$ cat config.mk
export PLATFORM = sky130hd
export DESIGN_NAME = bffl_ram
export DESIGN_NICKNAME = d
export VERILOG_FILES = /design/src/hdl/bffl_ram.sv
export SDC_FILE = /design/constraint.sdc
export NUM_CORES = 1
export LEC_CHECK = 0
export BUFFER_PORTS_ARGS = -buffer_cell sky130_fd_sc_hd__buf_4
export CORE_MARGIN = 4
export CORE_UTILIZATION = 51
export DETAILED_ROUTE_END_ITERATION = 8
export PLACE_DENSITY = 0.68
export SLEW_MARGIN = 5
export SYNTH_ARGS = -nofsm -noshare
export SYNTH_HDL_FRONTEND = slang
export SYNTH_SLANG_ARGS = --single-unit
$ cat constraint.sdc
create_clock -name clk -period 3.9 [get_ports clk]
set_input_delay 0.78 -clock clk [delete_from_list [all_inputs] [get_ports clk]]
set_output_delay 0.78 -clock clk [all_outputs]
set_load 0.005 [all_outputs]
$ cat src/hdl/bffl_ram.sv
// ----------------------------------------------------------------------------
// Generic simple dual-port RAM
// One write and one read per cycle, read data registered.
// ----------------------------------------------------------------------------
`default_nettype none

module bffl_ram #(
    parameter int WIDTH = 8,
    parameter int DEPTH = 16
) (
    input  wire logic                     clk,
    input  wire logic                     we,
    input  wire logic [$clog2(DEPTH)-1:0] waddr,
    input  wire logic [WIDTH-1:0]         wdata,
    input  wire logic [$clog2(DEPTH)-1:0] raddr,
    output logic      [WIDTH-1:0]         rdata
);

    logic [WIDTH-1:0] mem [DEPTH];

    always_ff @(posedge clk)
    begin
        if (we)
        begin
            mem[waddr] <= wdata;
        end
        rdata <= mem[raddr];
    end

endmodule

`default_nettype wire

==> results of run 1 <==
-- synthesized netlist by cell type (all sizes together) --
cell type	n	area (um2)
nand2b	2	12.51
nor3	4	20.02
and2	1	6.260
a22oi	16	120.1
mux4	32	773.2
or3b	1	8.760
nand3	1	5.000
nand3b	2	15.01
nor2	13	48.80
and2b	1	7.510
edfxtp	128	3844
clkdlybuf4s25	3	30.03
dfxtp	8	160.2
buf	7	56.30
nand2	9	33.78
nor2b	1	6.260
-- worst register-to-register path: stages (launching register included) --
cell and delay [ns]:
edfxtp_1 0.37, mux4_1 0.54, a22oi_1 0.27, nand2_1 0.09
-- cell type report --
type / instances / share of cell area
well taps: 133 / 0.02769
multi-input cells: 83 / 0.1759
clock buffers: 23 / 0.07766
repair buffers: 29 / 0.03623
clock inverters: 9 / 0.01624
flip-flops and latches: 136 / 0.6663
-- path summary, 6_finish.rpt --
kind | start | end | slack, ns | cells past startpoint
worst max-delay path | waddr[2] | mem[1][7] | 1.91 | 3
worst min-delay path | wdata[1] | mem[5][1] | 0.58 | 1
worst max register to register | mem[1][5] | rdata[5] | 2.50 | 3
worst min register to register | mem[14][2] | rdata[2] | 0.67 | 3
-- power groups by stage --
stage          Combinational [uW]  Sequential [uW]  Clock [uW]
5_1_grt                       165             1650        1590
6_report                      151             1650        1500
3_5_place_dp                  154             1680           0
4_1_cts                       154             1650        1520
2_1_floorplan                82.9             1670           0
3_3_place_gp                  152             1670           0
-- per-stage QoR --
| step | power, uW | instance area [um2] | std cells | hold WS, ns | utilization |
|---|---|---|---|---|---|
| 4_1_cts | 3319 | 6010 | 413 | 0.5532 | 0.6120 |
| 5_1_grt | 3401 | 6010 | 413 | 0.5755 | 0.6120 |
| 3_5_place_dp | 1829 | 5445 | 381 | 0.6618 | 0.5545 |
| 6_report | 3295 | 6010 | 413 | 0.5837 | 0.6120 |
| 2_1_floorplan | 1755 | 5147 | 229 | 0.6293 | - |
| 3_3_place_gp | 1826 | 5445 | 381 | 0.6525 | 0.5545 |
-- layer usage --
| metal | GRT usage | vias to the layer above |
|---|---|---|
| met2 | 0.2608 | 73 |
| met1 | 0.2659 | 1230 |
| li1 | - | 1046 |
| met3 | 0.06209 | 9 |
| met5 | 0 | - |
| met4 | 0.06492 | 0 |
-- cell families (layout without fill, tap and decap cells) --
kind of cell,count (synthesis),count (layout),synth area share
muxes,32,32,0.1502
and+or+nand+nor,35,35,0.03184
DFF,136,136,0.7778
buffers and inverters,10,61,0.01677
AOI/OAI and AO/OA,16,16,0.02334
-- registers in the layout (all words and copies together), names as in the netlist --
register / count
mem: 128
rdata: 8
==> out/metrics.cfg, run 1 <==
[clock_network]
ctsResizeCount = 0
cts_buffers = 17
numClockSinks = 136
cts_tree = done
post-cts-setup-buffer-count = 0
clock_latency_ns = 0.52
htree_levels = 4
clock-root-buffer = clkbuf_8
clk_pin_slew_ns = 0.06
cts_buffer_depth = 2
hold_buffers = 0

[timing]
setup_tns_ns = 0
slew_headroom = 0.3743
setup_ws_ns = 1.913
fin_worst_skew_ns = 0.004731
finalCriticalPeriod_ns = 1.987
max_freq_mhz = 503.2
finalCritPeriodShare = 0.5096
rsz0062_at_grt = no
slew_viol_final = 0
hold_viol_final = 0
setup_violations = 0
worstMarginPinSlew_ns = 0.9352

[grt]
grt_max_degree = 33
grt_pass1_wl_mm = 14.61
antenna_found_initial = 0
first_global_vias = 2359
overflow = 0
grtUsageTotal = 0.1830

[layout]
nNetsFinal = 285
layout_commonest_cell = edfxtp_1
n_fill_cell = 703
seq_area_mm2 = 0.004004
antennaDiodeCount = 0
syn_to_final_growth_pct = 16.75
drive_gt1_frac = 0.2750
multi_input_area_mm2 = 0.001057
final_cell_mix = edfxtp_1 (128), buf_4 (29), mux4_2 (18)

[power]
power.switching_uw = 638.8
power_frac_comb = 0.046
seqPwrFrac = 0.499
powerDensity_mw_per_mm2 = 548.2
power_frac_clock = 0.455
p_leak_uw = 0.002017
p_int_uw = 2656
irDropWorstVdd_mv = 0.2293
switching_share = 0.1939

[floorplan]
start_util = 0.5242
row_count = 36
die_w_um = 108.5
dieArea_mm2 = 0.01176
die_y_um = 108.5
ios = 26
core_area_mm2 = 0.009819

[route]
vias_per_cell = 5.709
drtAntennaViolNets = 0
drt-met1-wl_mm = 4.390
drt_iter0_drc = 183
wl_met2_mm = 4.559
vias = 2358
wire_per_inst_um = 23.30
route.detailed.drc = 0
top_layer = met4
drt_pass1_iterations = 4
totalWireLength_mm = 9.623
wl_met3_um = 556

[yosys]
avgSynthCellArea_um2 = 22.48
seq_area_frac_synth = 0.7778
ys_types = 19
syn_area_mm2 = 0.005147
yosysWarnings = 0
synth_nets = 247
ys_seq_elements = 136
netlist_instances = 229

[setup_path]
crit_path_start_kind = primary input
slowest_delay_ns = 0.71
crit_buf_inv = 1
critical-path-top-delay-family = simple AND/OR/NAND/NOR gates
critPathArrivalTime_ns = 2.13
slowest_stage = nor2_1
crit_type = in2reg
cp_max_fo = 8
endpoint_kind = flop
cp_cell_sequence = buf_4, or3b_2, nor2_1
cp.required_ns = 4.04

[place]
io_buffers = 25
dpl.hpwl_mm = 5.823
place_ws_ns = 1.425
place.gp.congestion = 0.7154

[job]
cap_violations = 0

[status]
outcome = finished clean

[hold_path]
hold_class = in2reg

No activity file was read; power rests on OpenSTA's default activity.
==> inputs of run 2 (changes only) <==
--- a/config.mk
+++ b/config.mk
@@ -5,11 +5,12 @@
 export SDC_FILE = /design/constraint.sdc
 export NUM_CORES = 1
 export LEC_CHECK = 0
+export ABC_AREA = 1
 export BUFFER_PORTS_ARGS = -buffer_cell sky130_fd_sc_hd__buf_4
 export CORE_MARGIN = 4
 export CORE_UTILIZATION = 51
 export DETAILED_ROUTE_END_ITERATION = 8
-export PLACE_DENSITY = 0.68
+export PLACE_DENSITY = 0.71
 export SLEW_MARGIN = 5
 export SYNTH_ARGS = -nofsm -noshare
 export SYNTH_HDL_FRONTEND = slang
==> constraint.sdc (replaced) <==
create_clock -name clk -period 1.8 [get_ports clk]
set_input_delay 0.36 -clock clk [delete_from_list [all_inputs] [get_ports clk]]
set_output_delay 0.36 -clock clk [all_outputs]
set_load 0.005 [all_outputs]
==> out/metrics.cfg, run 2 <==
[place]
dpl.hpwl_mm = 7.808  ; was 5.823 mm
io_buffers = 25  ; unchanged
place.gp.congestion = 0.8347  ; was 0.7154

[yosys]
synth_area_leaders = edfxtp_1 (67%), nand2_1 (11%), nand3_1 (8.4%)  ; was edfxtp_1 (75%), mux4_2 (7.9%), mux4_1 (7.1%)
yosysWarnings = 0  ; unchanged
ys_seq_elements = 136  ; unchanged
synth_top_area_share = 0.6665  ; was 0.7467
ys_types = 12  ; was 19
synth_common_cells = nand2_1 (173), edfxtp_1 (128), inv_1 (100)  ; was edfxtp_1 (128), mux4_2 (18), a22oi_1 (16)
synthFlopType = edfxtp_1  ; unchanged
seq_area_frac_synth = 0.6943  ; was 0.7778
synth_nets = 569  ; was 247
syn_area_mm2 = 0.005767  ; was 0.005147 mm2
yosysTopAreaCell = edfxtp_1  ; unchanged
avgSynthCellArea_um2 = 10.47  ; was 22.48 um2
yosysMostFrequentCell = nand2_1  ; was edfxtp_1
synth-edff-count = 128  ; unchanged
async_reset_ff_frac = 0  ; unchanged
netlist_instances = 551  ; was 229

[hold_path]
min_from = raddr[3]  ; was wdata[1]
min_to = rdata[4]  ; was mem[5][1]
min_delay_path_depth = 3  ; was 1
hold_class = in2reg  ; unchanged

[layout]
layout_commonest_cell = nand2_1  ; was edfxtp_1
largest_reg_flops = 128  ; unchanged
nNetsFinal = 612  ; was 285
top_regs = mem x128, rdata x8  ; unchanged
largest_register = mem  ; unchanged
final_cell_mix = nand2_1 (173), edfxtp_1 (128), inv_1 (100)  ; was edfxtp_1 (128), buf_4 (29), mux4_2 (18)
antennaDiodeCount = 0  ; unchanged
syn_to_final_growth_pct = 16.08  ; was 16.75%
drive_gt1_frac = 0.1219  ; was 0.2750

[clock_network]
numClockSinks = 136  ; unchanged
clock-root-buffer = clkbuf_16  ; was clkbuf_8
clk_pin_slew_ns = 0.06  ; about the same
cts_buffers = 17  ; unchanged
hold_buffers = 0  ; unchanged
post-cts-setup-buffer-count = 0  ; unchanged
cts_tree = done  ; unchanged
ctsResizeCount = 0  ; unchanged
cts_buffer_depth = 2  ; unchanged
htree_levels = 4  ; unchanged
clock_latency_ns = 0.41  ; was 0.52 ns

[floorplan]
die_y_um = 114.3  ; was 108.5 um
dieArea_mm2 = 0.01307  ; was 0.01176 mm2
start_util = 0.5273  ; was 0.5242
ios = 26  ; unchanged
die_w_um = 114.3  ; was 108.5 um
core_area_mm2 = 0.01094  ; was 0.009819 mm2
row_count = 38  ; was 36

[setup_path]
cp.required_ns = 1.44  ; was 4.04 ns
critical-path-top-delay-family = flip-flops  ; was simple AND/OR/NAND/NOR gates
slowest_delay_ns = 0.31  ; was 0.71 ns
reg2regPathDepth = 6  ; was 3
crit_buf_inv = 1  ; unchanged
crit_type = reg2out  ; was in2reg
cp-startpoint = rdata[5]  ; was waddr[2]
crit_path_start_kind = flop  ; was primary input
regToRegSetupSlack_ns = 0.77  ; was 2.50 ns
reg2reg_to = rdata[7]  ; was rdata[5]
slowest_stage = dfxtp_1  ; was nor2_1
cp_cell_sequence = buf_4  ; was buf_4, or3b_2, nor2_1
reg2reg_from = mem[3][7]  ; was mem[1][5]
critPathArrivalTime_ns = 0.84  ; was 2.13 ns
endpoint_kind = primary output  ; was flop
cp_max_fo = 1  ; was 8

[power]
p_int_uw = 5515  ; was 2656 uW
irDropWorstVdd_mv = 0.8775  ; was 0.2293 mV
p_leak_uw = 0.002928  ; was 0.002017 uW
power_frac_comb = 0.066  ; was 0.046
power_frac_clock = 0.424  ; was 0.455
finalPower_uw = 6992  ; was 3295 uW
powerDensity_mw_per_mm2 = 1045  ; was 548.2 mW/mm2
seqPwrFrac = 0.510  ; was 0.499
switching_share = 0.2113  ; was 0.1939
power.switching_uw = 1477  ; was 638.8 uW

[status]
outcome = finished clean  ; unchanged

[route]
route.detailed.drc = 0  ; unchanged
drtAntennaViolNets = 0  ; unchanged
drt_pass1_iterations = 5  ; was 4
vias_per_cell = 5.157  ; was 5.709
vias = 3852  ; was 2358
drt_iter0_drc = 427  ; was 183
totalWireLength_mm = 12.79  ; was 9.623 mm
wire_per_inst_um = 17.12  ; was 23.30 um

[grt]
grt_pass1_wl_mm = 19.87  ; was 14.61 mm
first_global_vias = 3767  ; was 2359
grtUsageTotal = 0.2071  ; was 0.1830
grt_max_degree = 65  ; was 33
overflow = 0  ; unchanged
antenna_found_initial = 0  ; unchanged

[timing]
hold_ws_ns = 0.2699  ; was 0.5837 ns
finalCriticalPeriod_ns = 1.205
hold_viol_final = 0  ; unchanged
rsz0062_at_grt = no  ; unchanged
setup_violations = 0  ; unchanged
max_freq_mhz = 829.9
worstMarginPinSlew_ns = 0.4146  ; was 0.9352 ns
slew_viol_final = 0  ; unchanged
setup_tns_ns = 0  ; unchanged
fin_worst_skew_ns = 0.006988  ; was 0.004731 ns
finalCritPeriodShare = 0.6694
slew_headroom = 0.7236  ; was 0.3743

[job]
cap_violations = 0  ; unchanged

[run 2: cell types whose count changed in the layout (fill, tap and decap cells not counted), sizes merged, moves of 3 or more]
cell    before  now
mux4        32    0
clkbuf      23   26
a22oi       16    0
inv          0  102
nand2        9  173
nand3        1   97
nor2        13   17
nor3         4    0
buf         29   48
[run 2: cell families after synthesis]
group	count (synthesis)	synth area share
flip-flops	136	0.6943
AND/OR/NAND/NOR	289	0.2105
buffers and inverters	126	0.09525
[run 2: cell type report]
cell class | count | area [um2]
clock buffer | 26 | 479.2
clock inverter | 6 | 28.78
fill | 897 | 4242
inverter | 102 | 382.9
multi-input combinational | 289 | 1214
sequential | 136 | 4004
tap | 140 | 175.2
timing repair buffer | 48 | 410.4
[run 2: worst max path at each step]
stage                             to  depth (start not counted)
after floorplan           mem[10][0]                          2
after global placement      rdata[6]                          9
after detailed placement    rdata[6]                          9
after CTS                   rdata[5]                          1
after global routing        rdata[5]                          1
final                       rdata[5]                          1
[run 2: metrics by stage]
stage | cell area [um2] | setup WS (ns) | utilization | std cells
after CTS | 6694 | 0.5741 | 0.6121 | 747
after global routing | 6694 | 0.5658 | 0.6121 | 747
after detailed placement | 6186 | 0.2474 | 0.5657 | 715
final | 6694 | 0.5950 | 0.6121 | 747
after floorplan | 5767 | 0.4892 | - | 551
after global placement | 6186 | 0.2845 | 0.5657 | 715
[run 2: power by group through the flow]
stage	sequential (uW)	clock, uW	combinational [uW]
2_1_floorplan	3630	0	250
3_3_place_gp	3620	0	448
3_5_place_dp	3630	0	458
4_1_cts	3560	3010	463
5_1_grt	3570	3140	509
6_report	3560	2970	462
[run 2: layer usage]
metal	global-route usage	share of wire	wire, um
met1	0.2745	0.42	5372
met5	0	0	0
met3	0.05233	0.077	981
met4	0.09026	0.034	431
met2	0.3255	0.47	6000
==> inputs of run 3 (changes only) <==
--- a/config.mk
+++ b/config.mk
@@ -5,7 +5,7 @@
 export SDC_FILE = /design/constraint.sdc
 export NUM_CORES = 1
 export LEC_CHECK = 0
-export ABC_AREA = 1
+export ABC_AREA = 0
 export BUFFER_PORTS_ARGS = -buffer_cell sky130_fd_sc_hd__buf_4
 export CORE_MARGIN = 4
 export CORE_UTILIZATION = 51
==> constraint.sdc (replaced) <==
create_clock -name clk -period 1 [get_ports clk]
set_input_delay 0.2 -clock clk [delete_from_list [all_inputs] [get_ports clk]]
set_output_delay 0.2 -clock clk [all_outputs]
set_load 0.005 [all_outputs]
==> out/metrics.cfg, run 3 (synthesis gave the netlist of run 1 again) <==
[timing]
finalCriticalPeriod_ns = 1.271
setup_ws_ns = -0.2712  ; was 0.5950 ns
slew_headroom = 0.2238  ; was 0.7236
fin_worst_skew_ns = 0.006946  ; was 0.006988 ns
max_freq_mhz = 786.7
rsz0062_at_grt = yes  ; was no
finalCritPeriodShare = 1.271
setup_violations = 16  ; was 0
hold_viol_final = 0  ; unchanged
slew_viol_final = 0  ; unchanged
worstMarginPinSlew_ns = 1.160  ; was 0.4146 ns

[floorplan]
die_w_um = 108.5  ; was 114.3 um
core_area_mm2 = 0.009819  ; was 0.01094 mm2
ios = 26  ; unchanged
dieArea_mm2 = 0.01176  ; was 0.01307 mm2
die_y_um = 108.5  ; was 114.3 um
row_count = 36  ; was 38
start_util = 0.5242  ; was 0.5273

[hold_path]
min_from = raddr[0]  ; was raddr[3]
min_to = rdata[0]  ; was rdata[4]
min_delay_path_depth = 4  ; was 3
hold_class = in2reg  ; unchanged

[status]
outcome = finished with violations  ; was finished clean
violations = setup timing

[place]
dpl.hpwl_mm = 6.667  ; was 7.808 mm
place.gp.congestion = 0.7558  ; was 0.8347
placed_cell_area_mm2 = 0.005964  ; was 0.006186 mm2
io_buffers = 25  ; unchanged

[setup_path]
cp.required_ns = 1.39  ; was 1.44 ns
crit_type = reg2reg  ; was reg2out
cp_max_fo = 1  ; unchanged
reg2reg_to = rdata[6]  ; was rdata[7]
reg2regPathDepth = 3  ; was 6
critPathArrivalTime_ns = 1.66  ; was 0.84 ns
reg2reg_from = mem[3][6]  ; was mem[3][7]
crit_path_start_kind = flop  ; unchanged
endpoint_kind = flop  ; was primary output
regToRegSetupSlack_ns = -0.27  ; was 0.77 ns

[layout]
nNetsFinal = 329  ; was 612
antennaDiodeCount = 0  ; unchanged
drive_gt1_frac = 0.5093  ; was 0.1219
fin_area_mm2 = 0.006683  ; was 0.006694 mm2
fin_util = 0.6806  ; was 0.6121
largest_register = mem  ; unchanged
n_fill_cell = 637  ; was 897
top_regs = mem x128, rdata x8  ; unchanged
syn_to_final_growth_pct = 29.82  ; was 16.08%
final_cell_mix = edfxtp_1 (128), buf_4 (46), mux4_2 (32)  ; was nand2_1 (173), edfxtp_1 (128), inv_1 (100)
layout_commonest_cell = edfxtp_1  ; was nand2_1
largest_reg_flops = 128  ; unchanged

[clock_network]
cts_buffers = 17  ; unchanged
clk_pin_slew_ns = 0.06  ; about the same
htree_levels = 4  ; unchanged
cts_tree = done  ; unchanged
cts_buffer_depth = 2  ; unchanged
numClockSinks = 136  ; unchanged
clock-root-buffer = clkbuf_8  ; was clkbuf_16
clock_latency_ns = 0.51  ; was 0.41 ns

[route]
drt_iter0_drc = 307  ; was 427
vias_per_cell = 5.611  ; was 5.157
drtAntennaViolNets = 0  ; unchanged
route.detailed.drc = 0  ; unchanged
wire_per_inst_um = 24.08  ; was 17.12 um
totalWireLength_mm = 11.00  ; was 12.79 mm
vias = 2564  ; was 3852
drt_pass1_iterations = 4  ; was 5

[grt]
grt_pass1_wl_mm = 16.94  ; was 19.87 mm
first_global_vias = 2761  ; was 3767
antenna_found_initial = 0  ; unchanged
grtUsageTotal = 0.2107  ; was 0.2071
grt_max_degree = 19  ; was 65
overflow = 0  ; unchanged

[power]
powerDensity_mw_per_mm2 = 1949  ; was 1045 mW/mm2
irDropWorstVdd_mv = 1.128  ; was 0.8775 mV
p_leak_uw = 0.002230  ; was 0.002928 uW
finalPower_uw = 13020  ; was 6992 uW

[job]
cap_violations = 0  ; unchanged

run 3: cell types whose count changed in the layout (fill, tap and decap cells not counted), sizes merged, moves of 5 or more:
cell / change
a22oi: +16
buf: +17
clkbuf: -9
clkinvlp: +5
dlygate4sd3: +8
inv: -97
mux4: +32
nand2: -164
nand3: -96
run 3: per-stage QoR:
stage	std cells	worst slack (ns)	hold slack [ns]	TNS (ns)
finish	457	-0.2712	0.2223	-3.048
CTS	457	-0.2907	0.2102	-3.389
detailed placement	417	-0.4687	0.5069	-47.18
floorplan	229	-0.3030	0.2989	-19.80
global placement	417	-0.4676	0.4943	-45.02
global route	457	-0.3176	0.2373	-3.753
run 3: report_power, final:
| part | internal (uW) | switching, uW | total, uW |
|---|---|---|---|
| clock | 3340 | 2430 | 5770 |
| combinational | 424 | 402 | 826 |
| sequential | 6380 | 47.2 | 6420 |
| total | 10100 | 2880 | 13000 |
run 3: area by class of cell:
class	instances	area [um2]	share of cell area
repair buffers	73	762.0	0.1140
well taps	133	166.4	0.02490
clock buffers	17	414.1	0.06197
flip-flops and latches	136	4013	0.6004
clock inverters	15	145.1	0.02172
multi-input cells	83	1182	0.1769
run 3: repair_timing:
action,4_1_cts,5_1_grt
hold buffers,8,0
endpoints found under the hold margin,128,0
setup buffers,0,0
gates resized for setup,15,8
pin swaps,6,2
setup endpoints to repair,16,16
run 3: critical path, stage by stage, from the launching register on:
cell and delay (ns):
edfxtp_1 0.39, mux4_2 0.50, a22oi_2 0.17, nand2_1 0.09
run 3: worst max path at each step:
stage                         start        end  cells past startpoint
after floorplan            waddr[2]  mem[0][0]                      2
after global placement     raddr[0]   rdata[3]                      5
after detailed placement   raddr[0]   rdata[2]                      5
after CTS                 mem[8][5]   rdata[5]                      3
after global routing      mem[3][7]   rdata[7]                      3
final                     mem[3][6]   rdata[6]                      3
run 3: per-layer routing:
layer | part of all wire | up-vias | wire [um] | global-route usage
met2 | 0.53 | 126 | 5839 | 0.3416
met3 | 0.11 | 8 | 1170 | 0.04597
met4 | 0.0096 | 0 | 106 | 0.07665
met1 | 0.35 | 1304 | 3887 | 0.2841
li1 | - | 1126 | - | -
met5 | 0 | - | 0 | 0
